**config.mk**
```make
export PLATFORM = sky130hd
export DESIGN_NAME = nabump_align
export DESIGN_NICKNAME = d
export VERILOG_FILES = /design/src/nabump_pkg.sv /design/src/nabump_align.sv
export SDC_FILE = /design/constraint.sdc
export NUM_CORES = 1
export LEC_CHECK = 0
export BUFFER_PORTS_ARGS = -buffer_cell sky130_fd_sc_hd__buf_2
export CORE_ASPECT_RATIO = 0.9
export CORE_MARGIN = 2
export CORE_UTILIZATION = 45
export DETAILED_ROUTE_END_ITERATION = 10
export PLACE_DENSITY = 0.69
export SETUP_SLACK_MARGIN = 0.1
export SLEW_MARGIN = 15
export SYNTH_ARGS = -nofsm -noshare
export SYNTH_HDL_FRONTEND = slang
export SYNTH_SLANG_ARGS = --single-unit
```
**constraint.sdc**
```tcl
create_clock -name vclk -period 9.6
set_input_delay 1.44 -clock vclk [all_inputs]
set_output_delay 1.44 -clock vclk [all_outputs]
set_load 0.05 [all_outputs]
```
**src/nabump_pkg.sv**
```systemverilog
// Package with the shared types, constants and codes of the node arena bump allocator.
package nabump_pkg;

   localparam int DefArenas = 16;
   localparam int DefNodes  = 256;

   localparam logic [7:0]  NoArena   = 8'hFF;
   localparam logic [15:0] NoOffset  = 16'hFFFF;
   localparam logic [15:0] HeapFail  = 16'hFFFF;
   localparam logic [15:0] SysOwner  = 16'hFFFF;
   localparam logic [15:0] SizeMax   = 16'd65532;

   typedef enum logic [3:0] {
      OP_CREATE     = 4'd0,
      OP_DESTROY    = 4'd1,
      OP_SET_ACTIVE = 4'd2,
      OP_CAPTURE    = 4'd3,
      OP_ALLOC      = 4'd4,
      OP_RESET      = 4'd5,
      OP_WR_ARENA   = 4'd6,
      OP_WR_OFFSET  = 4'd7,
      OP_READ_NODE  = 4'd8,
      OP_USAGE      = 4'd9
   } op_type;

   typedef enum logic [3:0] {
      ST_OK         = 4'd0,
      ST_ZERO_SIZE  = 4'd1,
      ST_BAD_NODE   = 4'd2,
      ST_IDS_FULL   = 4'd3,
      ST_NO_ALLOC   = 4'd4,
      ST_BAD_ARENA  = 4'd5,
      ST_EXHAUSTED  = 4'd6,
      ST_ARENA0     = 4'd7,
      ST_NOT_OWNER  = 4'd8,
      ST_HEAP_FAIL  = 4'd9
   } status_type;

   localparam logic [1:0] CSR_NODE_COUNT  = 2'd0;
   localparam logic [1:0] CSR_ARENA0_BASE = 2'd1;
   localparam logic [1:0] CSR_ARENA0_SIZE = 2'd2;

   typedef struct packed {
      logic [3:0]  operation;
      logic [15:0] node_id;
      logic [15:0] byte_count;
      logic [2:0]  align_log2;
      logic [15:0] heap_index;
      logic [31:0] base_address;
      logic [7:0]  arena_id;
      logic [15:0] write_value;
   } req_type;

   typedef struct packed {
      logic [3:0]  status;
      logic [7:0]  result_arena;
      logic [31:0] address;
      logic [15:0] offset;
      logic [15:0] used_bytes;
      logic [15:0] free_bytes;
      logic [15:0] free_heap_index;
      logic        free_valid;
      logic        last;
   } rsp_type;

   // Rounds a size up to a multiple of four, saturating at the largest one.
   function automatic logic [15:0] round4(input logic [15:0] v);
      logic [16:0] s;
      begin
         s = {1'b0, v} + 17'd3;
         if (v > SizeMax) return SizeMax;
         return {s[15:2], 2'b00};
      end
   endfunction

endpackage

```
**src/nabump_align.sv**
```systemverilog
// Shared unit that aligns the bump pointer and checks the arena's room.
module nabump_align (
   input  logic [31:0] base,
   input  logic [15:0] used,
   input  logic [15:0] size,
   input  logic [15:0] req_size,
   input  logic [2:0]  align_log2,
   output logic [31:0] aligned,
   output logic [15:0] off,
   output logic [15:0] new_used,
   output logic        fits
);
   import nabump_pkg::*;
   logic [31:0] cur;
   logic [31:0] mask;
   logic [7:0]  pad;
   logic [17:0] total;

   always_comb begin
      cur      = base + {16'd0, used};
      mask     = (32'd1 << align_log2) - 32'd1;
      aligned  = (cur + mask) & ~mask;
      pad      = 8'(aligned - cur);
      total    = {2'b0, used} + {10'd0, pad} + {2'b0, req_size};
      fits     = total <= {2'b0, size};
      off      = used + {8'd0, pad};
      new_used = total[15:0];
   end
endmodule
```
==> results.md, run 1 <==
- Outcome: finished, final reports clean
- CP endpoint kind: output port
- Worst setup SP type: primary input
- Average wire per standard cell: 15.1 µm
- Max-Cap Viols: 0
- Overflow after GRT: 0
- Post-Synth Simple-Gate Area: 0.227
- Part of the Yosys area used for sequential elements: 0
- Layout cells sized above 1: 0.271
- # IOs: 148
- CTS hold repair buffers: 0
- Starting DRC count in detailed routing: 399
- Syn_area_per_cell: 7.18 µm²
- P_leak: 0.00358 µW
- Max Fanout on Critical Path: 5
- Die width: 120 µm
- Peak VDD IR: 681 µV
- Min Hold Slack: 3310 ps
- Synth Cell Area: 5460 µm²
- Register area: 0 µm²
- Mux cell area share after synthesis: 0.0245
- Max Fclk: 107 MHz
- Clock buffer count in the final layout: 0
- Post-synth top area share: 0.216
- Complex-gate fraction of the synthesized area: 0.306
- Largest family of logic cells by synthesized area: compound AO/OA/AOI/OAI gates
- Die ar.: 13000 µm²
- Final setup vio count: 0
- Tcrit/Tclk final: 0.972
- CP max stage delay: 470 ps
- Final hold viol count: 0
- Number of global-route vias before repair: 5750
- Initial Utilization: 0.457
- Netlist cell types: 83
- Mapped Cells: 760
- Power per Cell Area: 288 nW/µm²
- Cell Rows: 38
- Drt drc: 0
- Crit Path Class: primary input to output port
- Sequential cell count: 0
- Cell Area, Placed: 6820 µm²
- Worst-Margin Slew: 639 ps
- RSZ-0062 raised after global routing: true
- Post-DP HPWL: 14200 µm
- Largest cells by area after synthesis: ha_1 (22%), xnor2_1 (6.6%), a21oi_1 (6.0%), inv_1 (5.5%), a21o_1 (5.0%)
- Port-buffer cells: 148
- Hold Path Class: primary input to output port
- CP startpoint: base[0]
- Final nets: 1131
- Post-Synth XOR/XNOR Area: 0.115
- First-pass GRT wire length: 27100 µm
- Die Ht: 108 µm
- DR vias: 6163
- Relative slew slack: 0.574
- Initial antenna violation count: 1
- Finished layout cell area: 6990 µm²
- Core Area: 11900 µm²
- Post-layout min period: 9330 ps
- Final Max Slew Viols: 0
- Fillers: 1160
- Yosys warnings: 0
- First-pass DRT Iterations: 5
- WL final: 16600 µm
- Area Growth Syn to Fin: 28.2%
- Post-Synth Adder-Cell Area: 0.260
- Antenna Nets Post-Route: 0
- Routed vias/inst: 5.60
- RePlAce Congestion: 0.950
- Cell accounting for the most synthesized area: ha_1
- Critical path's slowest cell: fa_1
- Largest net degree at the start of global routing: 15
- Worst EP arrival: 7890 ps
- Total track usage: 0.250
- Critical path data required time: 8160 ps
- Critical Path Sink: fits
- Final Util: 0.586
==> per-stage QoR <==
| stage | setup TNS (ps) | total power [µW] | std cells | setup WS [ps] |
|---|---|---|---|---|
| final | 0 | 2010 | 1101 | 269 |
| after global routing | -38.0 | 2180 | 1101 | -38.0 |
| after CTS | 0 | 1980 | 1094 | 111 |
| after detailed placement | -71.0 | 1940 | 1090 | -71.0 |
| after global placement | 0 | 1930 | 1090 | 31.8 |
| after floorplan | 0 | 1520 | 768 | 79.9 |
==> cell usage in the layout, fill, tap and decap left out, types with 5 or more instances in the layout <==
master      n
and3_1      9
o21a_1      9
a211oi_1   12
o211ai_1    5
o21ai_0    21
a21o_1     36
and2_1     11
nor3_1     21
xnor2_1    35
ha_4        6
a21boi_0    6
inv_1      76
ha_1       87
a311o_1     5
nor2_1     57
conb_1      9
nand2_1    46
nor2b_1     5
nand3_1    17
buf_4      35
a21oi_1    60
o21ai_1     6
mux2i_1    10
buf_2     146
or2_2       7
a31oi_1     6
xor2_1     25
nand2b_1    9
fa_1       11
and4_1      5
nand4_1    12
o21bai_1    8
==> worst min-delay path by stage <==
stage | from | endpoint | slack, ps | depth (start not counted)
4_1_cts | used[10] | off[10] | 3310 | 3
3_5_place_dp | used[10] | off[10] | 3310 | 3
2_1_floorplan | used[10] | off[10] | 3150 | 1
3_3_place_gp | used[14] | off[14] | 3310 | 3
6_report | used[10] | off[10] | 3310 | 3
5_1_grt | used[10] | off[10] | 3340 | 3
==> layout make-up <==
class                      instances  area [µm²]  area share
tap                              160         200      0.0286
multi-input combinational        675        5470       0.782
inverter                          83         314      0.0449
timing repair buffer             182        1000       0.144
antenna                            1        2.50    0.000358
==> worst max-delay path: cells and delay by family <==
kind / cells / cell delay (ps)
muxes: 1 / 310
adders and majority gates: 6 / 1810
AOI/OAI and AO/OA: 6 / 1470
and+or+nand+nor: 12 / 2090
buffers and inverters: 5 / 580
xor gates and xnor gates: 1 / 160
==> cells in the mapped netlist, types with 7 or more instances <==
master    number
a211oi_1      14
a21o_1        36
a21oi_1       65
and2_1        11
and3_1        10
fa_1          12
ha_1          94
inv_1         80
mux2i_1       10
nand2_1       47
nand2b_1       9
nand3_1       17
nand4_1       12
nor2_1        60
nor3_1        25
o21a_1         9
o21ai_0       24
o21bai_1       8
or2_2          7
xnor2_1       41
xor2_1        28
==> where the power goes <==
group / switching, µW / internal, µW / total, µW
combinational: 1330 / 688 / 2010
sequential: 0 / 0 / 0
clock: 0 / 0.0000139 / 0.0000139
==> layer usage <==
layer,track usage,share of wire
met5,0,0
met4,0.0286,0.011
met3,0.0258,0.052
met2,0.423,0.45
met1,0.353,0.49
==> what timing repair did <==
item,CTS,global route
buffers inserted,4,6
pin swaps,9,23
endpoints found under the setup margin,1,1
resized for setup,7,16
gates cloned,0,0
==> cells by family (layout without fill, tap and decap cells) <==
family | after synthesis | in the layout
simple gates | 238 | 238
xor+xnor | 70 | 70
buf+inv | 93 | 265
other cells | 1 | 10
fa+ha+maj | 106 | 106
mux | 13 | 13
compound gates | 239 | 239
Note: power is estimated with default switching activity, not from simulation.
==> inputs of run 2 (changes only) <==
- PLACE_DENSITY: 0.69 -> 0.7
- SKIP_LAST_GASP: not set -> 1
- clock period: 9.6 -> 10.72 ns (I/O delays scaled with it)
==> results.md, run 2 (synthesized netlist as in run 1, its figures left out) <==
- Port-buffer cells: 148 (unchanged)
- Crit Path Class: primary input to output port
- Die width: 120 µm (unchanged)
- Antenna Nets Post-Route: 0 (unchanged)
- Initial antenna violation count: 1 (unchanged)
- Final Util: 0.544 (-0.0415)
- Outcome: finished, final reports clean
- Total track usage: 0.236 (-0.0142)
- First-pass GRT wire length: 25700 µm (-5.3%)
- Drt drc: 0 (unchanged)
- P_leak: 0.00339 µW (-5.2%)
- Leading cell type in the layout, fill and taps excluded: buf_2
- DR vias: 6005 (-2.6%)
- First-pass DRT Iterations: 5 (unchanged)
- Die Ht: 108 µm (unchanged)
- RSZ-0062 raised after global routing: false
- Power Internal: 510 µW (-26%)
- Final setup TNS: 0 ps (unchanged)
- Tcrit/Tclk final: 0.952
- Flop pwr share: 0 (unchanged)
- Routed vias/inst: 5.60 (about the same)
- CP endpoint kind: output port
- WHS Path Cells: 3 (unchanged)
- Startpoint of the worst hold path: used[14]
- Post-CTS setup buffer count: 0 (-4)
- CP max stage delay: 500 ps (+30 ps)
- Largest net degree at the start of global routing: 16 (+1)
- Crit path max-delay family: simple AND/OR/NAND/NOR gates
- Final setup margin: 514 ps (+245 ps)
- DP Worst Slack: 327 ps (+398 ps)
- Worst setup SP type: primary input
- Ant diodes: 0 (-1)
- Die ar.: 13000 µm² (unchanged)
- Clock buffer count in the final layout: 0 (unchanged)
- Final Max Slew Viols: 0 (unchanged)
- Gate power share: 1.000 (about the same)
- Overflow after GRT: 0 (unchanged)
- Core Area: 11900 µm² (unchanged)
- Crit path top cell by count: ha_1
- Max-Cap Viols: 0 (unchanged)
- Clock Power Share: 0 (unchanged)
- Cell Area, Placed: 6460 µm² (-5.4%)
- Critical path data required time: 9110 ps (+950 ps)
- P_sw: 1130 µW (-15%)
- Final nets: 1103 (-2.5%)
- Max Fclk: 98.0 MHz
- Starting DRC count in detailed routing: 429 (+7.5%)
- Final hold viol count: 0 (unchanged)
- Commonest non-fill, non-tap cells in the layout: buf_2 (147), ha_1 (94), inv_1 (80)
- Tot Pwr: 1640 µW (-19%)
- Sequential cell count: 0 (unchanged)
- Net Sw Frac: 0.689 (+0.0305)
- Worst Hold Endpoint: off[14]
- Post-DP HPWL: 13600 µm (-4.2%)
- RePlAce Congestion: 0.936 (-1.5%)
- # IOs: 148 (unchanged)
- Average wire per standard cell: 14.7 µm (-2.3%)
- Layout cells sized above 1: 0.212 (-0.0597)
- Peak VDD IR: 426 µV (-37%)
- Cell Rows: 38 (unchanged)
- Critical path's slowest cell: fa_1
- Worst EP arrival: 8600 ps (+710 ps)
- Post-layout min period: 10210 ps
- Register area: 0 µm² (unchanged)
- Finished layout cell area: 6500 µm² (-7.1%)
- Final setup vio count: 0 (unchanged)
- Number of global-route vias before repair: 5504 (-4.3%)
- Max Fanout on Critical Path: 5 (unchanged)
- CP Buf/Inv Count: 4 (-1)
- Initial Utilization: 0.457 (unchanged)
- Relative slew slack: 0.506 (-0.0681)
- Hold Path Class: primary input to output port
- Area Growth Syn to Fin: 19.1%
- Power per Cell Area: 252 nW/µm² (-12%)
- WL final: 15800 µm (-4.9%)
- Worst-Margin Slew: 733 ps (+94.4 ps)
[run 2: cell count changes in the layout (fill, tap and decap cells not counted), moves of 4 or more]
cell     previous run  this run
xnor2_1            35        40
inv_1              76        80
buf_4              35         7
ha_4                6         0
ha_1               87        94
a21oi_1            60        65
[run 2: per-stage QoR]
step / hold slack, ps / instances
2_1_floorplan: 3490 / 768
6_report: 3650 / 1072
4_1_cts: 3640 / 1072
3_3_place_gp: 3630 / 1072
5_1_grt: 3660 / 1072
3_5_place_dp: 3630 / 1072
[run 2: cell type report]
type	instances	area, µm²
timing repair buffer	154	788
multi-input combinational	675	5200
fill	1222	5440
tap	160	200
inverter	83	312
[run 2: worst max-delay path by stage]
stage	start	endpoint	slack, ps	cells after the start
after global routing	used[0]	fits	100	30
after global placement	align_log2[2]	fits	470	32
after floorplan	align_log2[2]	fits	130	30
after detailed placement	align_log2[2]	fits	330	32
after CTS	align_log2[2]	fits	310	31
final	used[0]	fits	510	32
[run 2: repair_timing]
action / in CTS / in global routing
gates resized for setup: 0 / 10
setup endpoints to repair: 0 / 1
hold buffers: 0 / 0
[run 2: tightest hold or removal path: stages]
cell and delay, ps:
buf_2 140, xor2_1 80, buf_2 210
[run 2: power groups by stage]
stage | clock (µW) | combinational, µW | sequential (µW)
floorplan | 0 | 1280 | 0
global placement | 0 | 1610 | 0
detailed placement | 0 | 1620 | 0
CTS | 0 | 1630 | 0
global route | 0 | 1770 | 0
finish | 0 | 1640 | 0
[run 2: per-layer routing]
| metal | vias to the layer above | GRT usage | share of wire |
|---|---|---|---|
| li1 | 3110 | - | - |
| met1 | 2717 | 0.334 | 0.49 |
| met2 | 172 | 0.403 | 0.44 |
| met3 | 6 | 0.0264 | 0.062 |
| met4 | 0 | 0.0134 | 0.0052 |
| met5 | - | 0 | 0 |
==> inputs of run 3 (changes only) <==
- PLACE_DENSITY: 0.7 -> not set
- PLACE_DENSITY_LB_ADDON: not set -> 0.2
==> results.md, run 3 (synthesized netlist as in run 1, its figures left out) <==
- Drt drc: 0 (unchanged)
- Largest net degree at the start of global routing: 16 (unchanged)
- WHS Path Cells: 3 (unchanged)
- CP endpoint kind: output port
- Net Sw Frac: 0.689 (about the same)
- First-pass DRT Iterations: 5 (unchanged)
- Clock Power Share: 0 (unchanged)
- Final std cells w/o fill: 1073 (+0.093%)
- Worst Hold Endpoint: off[10]
- Max Fclk: 97.8 MHz (-0.17%)
- Number of global-route vias before repair: 5570 (+1.2%)
- Cell Rows: 38 (unchanged)
- Max Fanout on Critical Path: 15 (+10)
- Post-layout min period: 10220 ps (+17.2 ps)
- Final setup vio count: 0 (unchanged)
- CP max stage delay: 450 ps (-50 ps)
- Outcome: finished, final reports clean
- WL final: 15900 µm (+0.60%)
- Core Area: 11900 µm² (unchanged)
- Power Internal: 508 µW (-0.26%)
- Die width: 120 µm (unchanged)
- Power per Cell Area: 252 nW/µm² (-0.16%)
- Final hold viol count: 0 (unchanged)
- Die Ht: 108 µm (unchanged)
- Final setup TNS: 0 ps (unchanged)
- Worst-Margin Slew: 657 ps (-76.5 ps)
- # IOs: 148 (unchanged)
- Post-CTS setup buffer count: 0 (unchanged)
- Gate power share: 1.000 (about the same)
- Cts repair resizes: 0 (unchanged)
- Total track usage: 0.235 (-0.000335)
- Register area: 0 µm² (unchanged)
- Initial Utilization: 0.457 (unchanged)
- First-pass GRT wire length: 26000 µm (+1.1%)
- Fillers: 1219 (-0.25%)
- Initial antenna violation count: 0 (-1)
- DP Cell Count: 1072 (unchanged)
- Max-Cap Viols: 0 (unchanged)
- Routed vias/inst: 5.60 (about the same)
- Flop pwr share: 0 (unchanged)
- Sequential cell count: 0 (unchanged)
- Worst setup SP type: primary input
- Peak VDD IR: 393 µV (-7.7%)
- Area Growth Syn to Fin: 19.2% (about the same)
- Clock buffer count in the final layout: 0 (unchanged)
- Overflow after GRT: 0 (unchanged)
- Starting DRC count in detailed routing: 348 (-19%)
- Worst EP arrival: 8620 ps (+20 ps)
- Post-DP HPWL: 13800 µm (+1.2%)
- Critical path data required time: 9110 ps (about the same)
- Crit path max-delay family: compound AO/OA/AOI/OAI gates
- Leading cell type in the layout, fill and taps excluded: buf_2
- P_leak: 0.00340 µW (about the same)
- Tcrit/Tclk final: 0.954 (+0.00160)
- Relative slew slack: 0.557 (+0.0515)
- Area occupied by multi-input gates: 5190 µm² (about the same)
- P_sw: 1130 µW (about the same)
- Antenna Nets Post-Route: 0 (unchanged)
- Port-buffer cells: 148 (unchanged)
- Commonest non-fill, non-tap cells in the layout: buf_2 (147), ha_1 (94), inv_1 (80)
- Hold Path Class: primary input to output port
- Startpoint of the worst hold path: used[10]
- CP Buf/Inv Count: 5 (+1)
- CTS hold repair buffers: 0 (unchanged)
- DR vias: 6006 (+0.017%)
- Die ar.: 13000 µm² (unchanged)
- Final nets: 1103 (unchanged)
- Critical path's slowest cell: fa_1
- Layout cells sized above 1: 0.214 (+0.00219)
- Final Max Slew Viols: 0 (unchanged)
- RSZ-0062 raised after global routing: false
- RePlAce Congestion: 0.912 (-2.5%)
- Crit Path Class: primary input to output port
- Crit path top cell by count: ha_1
- Average wire per standard cell: 14.8 µm (+0.51%)
run 3: cell type report:
type	instances	share of cell area
multi-input combinational	675	0.799
timing repair buffer	154	0.122
inverter	83	0.0479
tap	160	0.0308
antenna	1	0.000385
run 3: per-layer routing:
metal  wire length (µm)  track usage  up-vias
li1                   -            -     3110
met1               7880        0.345     2717
met2               6880        0.382      167
met3                917       0.0253       12
met4                184       0.0261        0
met5                  0            0        -
run 3: worst max path at each step:
stage                     slack, ps  cells past startpoint   end          start
after detailed placement        200                     31  fits  align_log2[2]
after global routing             80                     31  fits  align_log2[2]
after global placement          460                     31  fits  align_log2[2]
final                           500                     31  fits  align_log2[2]
after CTS                       160                     31  fits  align_log2[2]
after floorplan                 130                     30  fits  align_log2[2]
run 3: metrics by stage:
stage	setup slack, ps	total power (µW)	instance area, µm²	hold WS, ps	utilization
2_1_floorplan	126	1280	5530	3490	-
3_3_place_gp	458	1620	6460	3620	0.541
3_5_place_dp	202	1620	6460	3620	0.541
4_1_cts	160	1630	6460	3620	0.541
5_1_grt	84.3	1790	6500	3640	0.544
6_report	497	1640	6500	3630	0.545
run 3: tightest hold or removal path, cell delays in order:
cell	delay, ps
buf_2	130
xor2_1	70
buf_2	210
run 3: power by group through the flow:
stage / sequential [µW] / combinational, µW / clock [µW]
4_1_cts: 0 / 1630 / 0
6_report: 0 / 1640 / 0.0000125
2_1_floorplan: 0 / 1280 / 0
3_3_place_gp: 0 / 1620 / 0
3_5_place_dp: 0 / 1620 / 0
5_1_grt: 0 / 1790 / 0
